**src/rtl/core/clint_pkg.sv**
```systemverilog
// ----------------------------------------------------------------------------
// clint_pkg
// Address map, access sizes and command codes of the core-local interruptor.
// ----------------------------------------------------------------------------
package clint_pkg;

  localparam logic [63:0] BASE_ADDRESS   = 64'd33554432;
  localparam logic [63:0] SOFT_OFFSET    = 64'd0;
  localparam logic [63:0] COMPARE_OFFSET = 64'd16384;
  localparam logic [63:0] TIME_OFFSET    = 64'd49144;
  localparam logic [63:0] HALF_STEP      = 64'd4;

  localparam logic [63:0] SOFT_ADDR     = BASE_ADDRESS + SOFT_OFFSET;
  localparam logic [63:0] CMP_LO_ADDR   = BASE_ADDRESS + COMPARE_OFFSET;
  localparam logic [63:0] CMP_HI_ADDR   = BASE_ADDRESS + COMPARE_OFFSET + HALF_STEP;
  localparam logic [63:0] TIME_LO_ADDR  = BASE_ADDRESS + TIME_OFFSET;
  localparam logic [63:0] TIME_HI_ADDR  = BASE_ADDRESS + TIME_OFFSET + HALF_STEP;

  localparam logic [3:0] SIZE_WORD   = 4'd4;
  localparam logic [3:0] SIZE_DWORD  = 4'd8;

  typedef enum logic [1:0] {
    CMD_READ  = 2'd0,
    CMD_WRITE = 2'd1,
    CMD_TICK  = 2'd2,
    CMD_NONE  = 2'd3
  } cmd_t;

endpackage

```
**src/rtl/core/core_local_timer_interruptor.sv**
```systemverilog
// ----------------------------------------------------------------------------
// core_local_timer_interruptor
// Single-hart timer and software interrupt unit with a 64-bit time counter.
// ----------------------------------------------------------------------------
// Usage:
//   Input channel (in_valid/in_ready) carries one item: a bus read, a bus
//   write or a tick that advances the time counter by in_tick_count.
//   Result channel (out_valid/out_ready) returns one item per input item:
//   read data, the timer and software pending flags, change flags and an
//   access error flag.
//   An accepted item passes the input register, then the decode, 64-bit add
//   and 64-bit compare into the state and the result register that drives
//   out_valid. Throughput is one item per cycle while out_ready stays high.
//   When the receiver stalls, the result register holds; the input register
//   still takes one more item, then in_ready drops until out_ready returns.
//   Reset clears time, compare, the software bit, both pending flags and
//   both stage valids. Items are processed strictly in order.
// ----------------------------------------------------------------------------
module core_local_timer_interruptor (
  input  logic        clk,
  input  logic        rst_n,
  input  logic        in_valid,
  output logic        in_ready,
  input  logic [1:0]  in_command,
  input  logic [63:0] in_bus_address,
  input  logic [3:0]  in_access_size,
  input  logic [63:0] in_write_data,
  input  logic [63:0] in_tick_count,
  output logic        out_valid,
  input  logic        out_ready,
  output logic [63:0] out_read_data,
  output logic        out_timer_pending,
  output logic        out_software_pending,
  output logic        out_timer_flipped,
  output logic        out_software_flipped,
  output logic        out_access_error
);

  // input stage
  logic        s1_valid_r;
  clint_pkg::cmd_t s1_command_r;
  logic [63:0] s1_address_r;
  logic [3:0]  s1_size_r;
  logic [63:0] s1_data_r;
  logic [63:0] s1_ticks_r;

  // architectural state
  logic [63:0] time_count_r, time_count_nxt;
  logic [63:0] time_compare_r, time_compare_nxt;
  logic        soft_bit_r, soft_bit_nxt;
  logic        timer_flag_r, timer_flag_nxt;
  logic        soft_flag_r, soft_flag_nxt;

  // result register
  logic        out_valid_r;
  logic [63:0] read_data_r, read_data_nxt;
  logic        timer_chg_r, timer_chg_nxt;
  logic        soft_chg_r, soft_chg_nxt;
  logic        error_r, error_nxt;

  logic s1_advance;
  logic s1_fire;
  logic refresh;
  logic timer_now;

  logic hit_soft, hit_cmp_lo, hit_cmp_hi, hit_time_lo, hit_time_hi;
  logic size_w, size_d;

  assign s1_advance = !out_valid_r || out_ready;
  assign s1_fire    = s1_valid_r && s1_advance;
  assign in_ready   = !s1_valid_r || s1_advance;

  always_ff @(posedge clk) begin
    if (!rst_n) begin
      s1_valid_r <= 1'b0;
    end else if (in_ready) begin
      s1_valid_r <= in_valid;
    end
  end

  always_ff @(posedge clk) begin
    if (in_valid && in_ready) begin
      s1_command_r <= clint_pkg::cmd_t'(in_command);
      s1_address_r <= in_bus_address;
      s1_size_r    <= in_access_size;
      s1_data_r    <= in_write_data;
      s1_ticks_r   <= in_tick_count;
    end
  end

  assign size_w = (s1_size_r == clint_pkg::SIZE_WORD);
  assign size_d = (s1_size_r == clint_pkg::SIZE_DWORD);

  // decode priority: soft, compare low, time low, compare high, time high
  always_comb begin
    hit_soft    = (s1_address_r == clint_pkg::SOFT_ADDR);
    hit_cmp_lo  = !hit_soft && (s1_address_r == clint_pkg::CMP_LO_ADDR);
    hit_time_lo = !hit_soft && !hit_cmp_lo && (s1_address_r == clint_pkg::TIME_LO_ADDR);
    hit_cmp_hi  = !hit_soft && !hit_cmp_lo && !hit_time_lo && size_w &&
                  (s1_address_r == clint_pkg::CMP_HI_ADDR);
    hit_time_hi = !hit_soft && !hit_cmp_lo && !hit_time_lo && !hit_cmp_hi && size_w &&
                  (s1_address_r == clint_pkg::TIME_HI_ADDR);
  end

  always_comb begin
    time_count_nxt   = time_count_r;
    time_compare_nxt = time_compare_r;
    soft_bit_nxt     = soft_bit_r;
    read_data_nxt    = 64'd0;
    error_nxt        = 1'b0;
    refresh          = 1'b0;
    case (s1_command_r)
      clint_pkg::CMD_READ: begin
        if (hit_soft) begin
          if (size_w) read_data_nxt = {63'd0, soft_bit_r};
          else error_nxt = 1'b1;
        end else if (hit_cmp_lo) begin
          if (size_d) read_data_nxt = time_compare_r;
          else if (size_w) read_data_nxt = {32'd0, time_compare_r[31:0]};
          else error_nxt = 1'b1;
        end else if (hit_time_lo) begin
          if (size_d) read_data_nxt = time_count_r;
          else if (size_w) read_data_nxt = {32'd0, time_count_r[31:0]};
          else error_nxt = 1'b1;
        end else if (hit_cmp_hi) begin
          read_data_nxt = {32'd0, time_compare_r[63:32]};
        end else if (hit_time_hi) begin
          read_data_nxt = {32'd0, time_count_r[63:32]};
        end else begin
          error_nxt = 1'b1;
        end
      end
      clint_pkg::CMD_WRITE: begin
        if (hit_soft) begin
          if (size_w) begin
            soft_bit_nxt = s1_data_r[0];
            refresh      = 1'b1;
          end else begin
            error_nxt = 1'b1;
          end
        end else if (hit_cmp_lo) begin
          if (size_d) time_compare_nxt = s1_data_r;
          else if (size_w) time_compare_nxt = {time_compare_r[63:32], s1_data_r[31:0]};
          else error_nxt = 1'b1;
          refresh = 1'b1;
        end else if (hit_time_lo) begin
          if (size_d) time_count_nxt = s1_data_r;
          else if (size_w) time_count_nxt = {time_count_r[63:32], s1_data_r[31:0]};
          else error_nxt = 1'b1;
          refresh = 1'b1;
        end else if (hit_cmp_hi) begin
          time_compare_nxt = {s1_data_r[31:0], time_compare_r[31:0]};
          refresh          = 1'b1;
        end else if (hit_time_hi) begin
          time_count_nxt = {s1_data_r[31:0], time_count_r[31:0]};
          refresh        = 1'b1;
        end else begin
          error_nxt = 1'b1;
        end
      end
      clint_pkg::CMD_TICK: begin
        if (s1_ticks_r != 64'd0) begin
          time_count_nxt = time_count_r + s1_ticks_r;
          refresh        = 1'b1;
        end
      end
      default: begin
      end
    endcase
  end

  always_comb begin
    timer_now      = (time_count_nxt >= time_compare_nxt);
    timer_flag_nxt = refresh ? timer_now : timer_flag_r;
    soft_flag_nxt  = refresh ? soft_bit_nxt : soft_flag_r;
    timer_chg_nxt  = refresh && (timer_now != timer_flag_r);
    soft_chg_nxt   = refresh && (soft_bit_nxt != soft_flag_r);
  end

  always_ff @(posedge clk) begin
    if (!rst_n) begin
      time_count_r   <= 64'd0;
      time_compare_r <= 64'd0;
      soft_bit_r     <= 1'b0;
      timer_flag_r   <= 1'b0;
      soft_flag_r    <= 1'b0;
    end else if (s1_fire) begin
      time_count_r   <= time_count_nxt;
      time_compare_r <= time_compare_nxt;
      soft_bit_r     <= soft_bit_nxt;
      timer_flag_r   <= timer_flag_nxt;
      soft_flag_r    <= soft_flag_nxt;
    end
  end

  always_ff @(posedge clk) begin
    if (!rst_n) begin
      out_valid_r <= 1'b0;
    end else if (s1_advance) begin
      out_valid_r <= s1_valid_r;
    end
  end

  always_ff @(posedge clk) begin
    if (s1_fire) begin
      read_data_r <= read_data_nxt;
      timer_chg_r <= timer_chg_nxt;
      soft_chg_r  <= soft_chg_nxt;
      error_r     <= error_nxt;
    end
  end

  // flags are only updated together with the result register
  assign out_valid            = out_valid_r;
  assign out_read_data        = read_data_r;
  assign out_timer_pending    = timer_flag_r;
  assign out_software_pending = soft_flag_r;
  assign out_timer_flipped    = timer_chg_r;
  assign out_software_flipped = soft_chg_r;
  assign out_access_error     = error_r;

`ifndef ASSERT_OFF
  a_err_no_data: assert property (@(posedge clk) disable iff (!rst_n)
    out_valid_r && error_r |-> read_data_r == 64'd0)
    else $error("access error with nonzero read data");

  a_read_no_change: assert property (@(posedge clk) disable iff (!rst_n)
    s1_fire && s1_command_r == clint_pkg::CMD_READ |=> !timer_chg_r && !soft_chg_r)
    else $error("read changed a pending flag");

  a_zero_tick_idle: assert property (@(posedge clk) disable iff (!rst_n)
    s1_fire && s1_command_r == clint_pkg::CMD_TICK && s1_ticks_r == 64'd0
    |=> $stable(time_count_r) && !timer_chg_r && !soft_chg_r)
    else $error("zero tick changed state");

  a_chg_toggles: assert property (@(posedge clk) disable iff (!rst_n)
    s1_fire |=> timer_chg_r == (timer_flag_r != $past(timer_flag_r)))
    else $error("timer change flag does not match pending flag");

  a_stall_holds: assert property (@(posedge clk) disable iff (!rst_n)
    out_valid_r && !out_ready |=> $stable(time_count_r) && $stable(time_compare_r))
    else $error("state updated while result stalled");
`endif

endmodule
```
**config.mk**
```make
export PLATFORM = sky130hd
export DESIGN_NAME = core_local_timer_interruptor
export DESIGN_NICKNAME = d
export VERILOG_FILES = /design/src/rtl/core/clint_pkg.sv /design/src/rtl/core/core_local_timer_interruptor.sv
export SDC_FILE = /design/constraint.sdc
export NUM_CORES = 1
export LEC_CHECK = 0
export ABC_CLOCK_PERIOD_IN_PS = 12900
export BUFFER_PORTS_ARGS = -buffer_cell sky130_fd_sc_hd__buf_4
export CORE_AREA = 3 3 249 251
export CTS_CLUSTER_DIAMETER = 50
export DETAILED_ROUTE_END_ITERATION = 8
export DIE_AREA = 0 0 252 254
export PLACE_DENSITY = 0.63
export SLEW_MARGIN = 10
export SYNTH_ARGS = -nofsm -noshare
export SYNTH_HDL_FRONTEND = slang
export SYNTH_SLANG_ARGS = --single-unit
export TNS_END_PERCENT = 20
```
**constraint.sdc**
```tcl
create_clock -name clk -period 12.9 [get_ports clk]
set_input_delay 0.645 -clock clk [delete_from_list [all_inputs] [get_ports clk]]
set_output_delay 0.645 -clock clk [all_outputs]
set_load 0.05 [all_outputs]
```
### After elaboration in Yosys (flattened, before gate mapping)

Index checks and enable logic that the tools add are counted.

* flip-flop bits (word level): 398

* add/subtract/negate cells: 1
* $lt $le $gt $ge: 1
* equal/unequal tests: 11
* muxes and demuxes: 44
* reductions and logical operators: 25

Operators by type and width (count)
* $mux W64: 18
* $eq A64 B26 Y1 const B: 5
* $mux W32: 6
* $pmux W64 S2: 1
* $add A64 B64 Y64: 1
* $ge A64 B64 Y1: 1
* $reduce_bool A64 Y1: 1
* $mux W1: 18
* $logic_and A1 B1 Y1: 13
* $logic_not A1 Y1: 6
* $eq A4 B3 Y1 const B: 1
* $eq A4 B4 Y1 const B: 1
* $eq A2 B1 Y1 const B: 1
* $eq A2 B2 Y1 const B: 1
* $logic_not A2 Y1: 1
* $logic_or A1 B1 Y1: 2
* $ne A1 B1 Y1: 2
* $pmux W1 S2: 1
* $reduce_and A2 Y1: 1
* $reduce_or A2 Y1: 1

### Logic depth before layout (Yosys ltp)

* depth in word-level cells: 23
* gate-level depth with buffers: 22
* mapped depth without buffers: 21

### Least setup slack after synthesis

Ideal clock, no wire load.

* kind: input -> register
* from: in out_ready
* to: reg s1_address_r[0] (enable)
* arrival time: 5.654 ns
* slack: 6.664 ns
* stages on the path: 3
* path buffers: 0
* path through: nor2b_1 nand2_1 and2_1

* longest elaborated chain between the ends: 3

RTL lines
* start: declaration: line core_local_timer_interruptor.sv:30 `input logic out_ready,`
* $logic_or A1 B1 Y1: line core_local_timer_interruptor.sv:69 `assign s1_advance = !out_valid_r || out_ready;`
* $logic_or A1 B1 Y1: line core_local_timer_interruptor.sv:71 `assign in_ready = !s1_valid_r || s1_advance;`
* net in_ready: line core_local_timer_interruptor.sv:23 `output logic in_ready,`
* $logic_and A1 B1 Y1: line core_local_timer_interruptor.sv:82 `if (in_valid && in_ready) begin`
* end signal: assignment: line core_local_timer_interruptor.sv:84 `s1_address_r <= in_bus_address;`
* end: declaration: line core_local_timer_interruptor.sv:42 `logic [63:0] s1_address_r;`

The timed path passes the listed nets, and every way through them passes these cells.
A chain may end at the register's enable or synchronous reset.

### Final worst setup path

* from: reg s1_address_r[35]
* to: reg timer_chg_r (netlist: out_timer_flipped), data pin

* elaborated cells between the ends (all ways): 38

RTL lines
* $eq A64 B26 Y1: line core_local_timer_interruptor.sv:96 `hit_soft = (s1_address_r == clint_pkg::SOFT_ADDR);`
* $logic_not A1 Y1: line core_local_timer_interruptor.sv:97, core_local_timer_interruptor.sv:98, core_local_timer_interruptor.sv:99
* $logic_and A1 B1 Y1: line core_local_timer_interruptor.sv:97 `hit_cmp_lo = !hit_soft && (s1_address_r == clint_pkg::CMP_LO_ADDR);`
* $logic_not A1 Y1: line core_local_timer_interruptor.sv:98, core_local_timer_interruptor.sv:99
* $logic_and A1 B1 Y1: line core_local_timer_interruptor.sv:98, core_local_timer_interruptor.sv:99
* $logic_and A1 B1 Y1: line core_local_timer_interruptor.sv:98 `hit_time_lo = !hit_soft && !hit_cmp_lo && (s1_address_r == clint_pkg::TIME_LO_ADDR);`
* $logic_not A1 Y1: line core_local_timer_interruptor.sv:99 `hit_cmp_hi = !hit_soft && !hit_cmp_lo && !hit_time_lo && size_w &&`
* $logic_and A1 B1 Y1 (3 in series): line core_local_timer_interruptor.sv:99
* [2 not listed]
* $mux W64: line core_local_timer_interruptor.sv:141 `end else if (hit_cmp_lo) begin`
* $mux W64 (*): line core_local_timer_interruptor.sv:134 `if (hit_soft) begin`
* $pmux W64 S2 (*): line core_local_timer_interruptor.sv:112 `case (s1_command_r)`
* net time_count_nxt[5]: line core_local_timer_interruptor.sv:48 `logic [63:0] time_count_r, time_count_nxt;`
* $ge A64 B64 Y1 (*): line core_local_timer_interruptor.sv:173 `timer_now = (time_count_nxt >= time_compare_nxt);`
* $ne A1 B1 Y1 (*): line core_local_timer_interruptor.sv:176 `timer_chg_nxt = refresh && (timer_now != timer_flag_r);`
* $logic_and A1 B1 Y1 (*): line core_local_timer_interruptor.sv:176
* net timer_chg_nxt: line core_local_timer_interruptor.sv:57 `logic timer_chg_r, timer_chg_nxt;`
* end signal: assignment: line core_local_timer_interruptor.sv:207 `timer_chg_r <= timer_chg_nxt;`
* end: declaration: line core_local_timer_interruptor.sv:57

The timed path passes the listed nets; every way through them passes the cells marked *.

==> results.toml <==
[setup_path]
crit_type = "flop to flop"
cpMaxStageDelayCell = "or4_1"
cp-end-kind = "flop"
path_cells = "nor4_1 -> nand4_1 -> or4_1 -> nor3_4 -> buf_4 -> o21ai_1 -> buf_4 -> a22o_1 -> ha_1 -> a2111oi_0 -> o21ai_0 -> a311oi_1 -> a31oi_1 -> nor3_1 -> and3b_1"
worstPathRequired_ps = 13250
critPathMaxStageDelay_ps = 910
reg2regPathDepth = 15
crit_top_cell = "buf_4"
crit_arrival_ps = 7150
r2r-end = "out_timer_flipped"
start_kind = "flop"
path_max_fanout = 40
critical_path.top_delay_family = "compound AO/OA/AOI/OAI gates"
crit-reg2reg-launch = "s1_address_r[35]"
worst-path-buf-inv = 2
rrSetupSlack_ps = 6100

[sta]
finClkSkew_ps = 30.8
period_needed_ps = 6800
fin_setup_tns_ps = 0
worst_pin_slew_ps = 1260
relSlewSlack_pct = 15.4
hold_viol_final = 0
report.final.slew_viol_count = 0
fin_crit_sh_pct = 52.7
grt_setup_unrepaired = "no"
setup_viol = 0
max_freq_mhz = 147
finalWorstSetupSlack_ps = 6100
holdWs_ps = 209

[power]
powerDensity_mw_per_mm2 = 123
comb_power_share_pct = 15.1
leakage_nw = 10.1
intPower_mw = 2.47
p_sw_share_pct = 29.1
vdd_ir_drop_max_v = 0.000106
power_switching_mw = 1.01
clkPwrFrac_pct = 41.8
pwr-share-seq_pct = 43.1
total_power_mw = 3.48

[detailed_routing]
drc = 0
routed.top_layer = "met5"
via_count = 23490
met3_wirelength_um = 9920
drt_wl_total_um = 103000
viasPerCell = 6.45
wl_per_cell_um = 28.2
drt_pre_antenna_iters = 7
routed-wl-met2_um = 45400
met1Wirelength_um = 39900
detail-route-antenna-nets = 0
first_iter_violations = 2820

[cells_and_area]
final-seq-area_mm2 = 0.0106
fin_area_mm2 = 0.0283
layout.nets = 3146
nFillCells = 5702
drive_gt1_share_pct = 16.7
multi_input_area_mm2 = 0.0126
utilization_pct = 47.1
fin_cells = 3640
area_growth_pct = 18.9

[outcome]
status = "finished, final reports clean"

[yosys]
yosysSeqAreaShare_pct = 44.5
synth_edf_count = 265
post_synth_num_cell_types = 83
ys.flop_type = "edfxtp_1"
syn_area_mm2 = 0.0238
synthCells = 2607
ys_ff_latch = 398
syn-num-nets = 2940
syn_area_per_cell_um2 = 9.15
async_reset_ff_share_pct = 0
ys_warn_count = 0

[clocking]
cts_resized = 0
cts_inserted_buffers = 54
path_clk_slew_ps = 60
cts_hold_buf = 0
clockBufferDepth = 3
numClockSinks = 398
htreeDepth = 2
cts_tree = "built"
insertion_delay_ps = 610
root_buffer = "clkbuf_16"
postCtsSetupBuffers = 0

[global_routing]
grt_max_degree = 80
grt.total_usage_pct = 30.9
grt_pass1_wl_um = 147000
grt_pass1_vias = 22120
overflow = 0
antenna_found_initial = 2

[place]
hpwl_um = 76000
io_buffers = 272
placed_cells = 3539
placed_area_mm2 = 0.0266
gp_congestion = 1.04
dp_slack_ps = 6560

[run]
drv_cap = 0

[hold_path]
holdCritStartpoint = "in_bus_address[0]"
holdPathStages = 1
worstHoldEndpoint = "s1_address_r[0]"
worstHoldPathType = "primary input to flop"

[die]
die_height_um = 254
die_w_um = 252
design.core.area_mm2 = 0.0601
io_pins = 273
dieArea_mm2 = 0.0640
initial_core_util_pct = 39.7
num_rows = 90
## power groups by stage
stage | Clock, mW | Sequential [mW] | Combinational [mW]
floorplan | 0 | 1.52 | 0.279
detailed placement | 0 | 1.52 | 0.510
finish | 1.46 | 1.50 | 0.526
global placement | 0 | 1.52 | 0.508
CTS | 1.48 | 1.50 | 0.513
global route | 1.53 | 1.50 | 0.563
## cell usage after synthesis (11+ instances only)
master	count	area (µm²)
a211oi_1	25	188
a21boi_0	11	82.6
a21o_1	32	240
a21oi_1	324	1620
a222oi_1	31	310
a22o_1	29	254
a22oi_1	15	113
a2bb2oi_1	33	289
a31oi_1	24	150
and2_1	17	106
and3_1	19	119
buf_2	18	90.1
clkbuf_1	134	503
dfxtp_1	133	2660
edfxtp_1	265	7960
ha_1	130	1630
inv_1	26	97.6
mux2i_1	56	561
nand2_1	333	1250
nand3_1	36	180
nand4_1	43	269
nor2_1	230	863
nor2b_1	13	81.3
nor3_1	76	380
nor4_1	49	307
o211ai_1	13	97.6
o21a_1	23	173
o21ai_0	171	856
o21ba_2	15	150
o21bai_1	20	150
o31ai_1	14	105
or2_2	37	231
or3_1	15	93.8
xnor2_1	19	166
xor2_1	19	166
## cells in the final DEF, fill, tap and decap left out, types with 10 or more instances in the layout
master / n
o21ai_0: 171
nor2b_1: 13
a22oi_1: 15
o21a_1: 23
or2_2: 37
a31oi_1: 24
nor2_1: 227
a222oi_1: 31
xor2_1: 19
a2bb2oi_1: 33
a21boi_0: 11
mux2i_1: 56
a21o_1: 32
o41ai_1: 10
or3_1: 15
dfxtp_1: 133
clkbuf_1: 14
ha_1: 129
o211ai_1: 13
xnor2_1: 19
nor4_1: 46
o22ai_1: 10
and2_1: 16
nand2_1: 333
nand3_1: 35
o21ba_2: 15
nand4_1: 43
buf_4: 312
edfxtp_1: 265
clkbuf_16: 55
o21bai_1: 20
a21oi_1: 324
o31ai_1: 14
nor3_1: 75
a211oi_1: 25
and3_1: 19
a22o_1: 29
inv_1: 25
## flip-flops by register name (all words and copies together), names as in the netlist
name,flops
out_access_error,1
out_read_data,64
out_software_flipped,1
out_software_pending,1
out_timer_flipped,1
out_timer_pending,1
out_valid,1
s1_address_r,64
s1_command_r,2
s1_data_r,64
s1_size_r,4
s1_ticks_r,64
s1_valid_r,1
soft_bit_r,1
time_compare_r,64
time_count_r,64
## cell families after synthesis
family	after synthesis	share of synthesized area [%]
AND/OR/NAND/NOR	905	17.6
AO/OA/AOI/OAI	886	24.0
flip-flops	398	44.5
buffers and inverters	191	3.13
adder cells (fa/ha/maj)	131	6.91
multiplexers	58	2.45
XOR/XNOR	38	1.40
## cell type report
| class | instances | area share (%) |
|---|---|---|
| antenna | 1 | 0.00883 |
| clock buffer | 70 | 5.09 |
| clock inverter | 30 | 1.01 |
| inverter | 29 | 0.397 |
| multi-input combinational | 2018 | 44.3 |
| sequential | 398 | 37.5 |
| tap | 782 | 3.45 |
| timing repair buffer | 312 | 8.26 |
## metal layers
layer	vias up	global-route usage, %
li1	10333	-
met2	1529	48.4
met1	11267	40.0
met5	-	0
met3	357	5.71
met4	4	18.6
## how the worst max path moves through the flow
stage                              to  depth (start not counted)  slack [ps]              from
finish              out_timer_flipped                         15        6100  s1_address_r[35]
global placement    out_timer_flipped                         15        6600  s1_address_r[35]
floorplan             s1_address_r[0]                          3        6660         out_ready
global route        out_timer_flipped                         15        6150  s1_address_r[35]
CTS                 out_timer_flipped                         15        6550  s1_address_r[35]
detailed placement  out_timer_flipped                         15        6560  s1_address_r[34]
(Power assumes the default switching activity.)
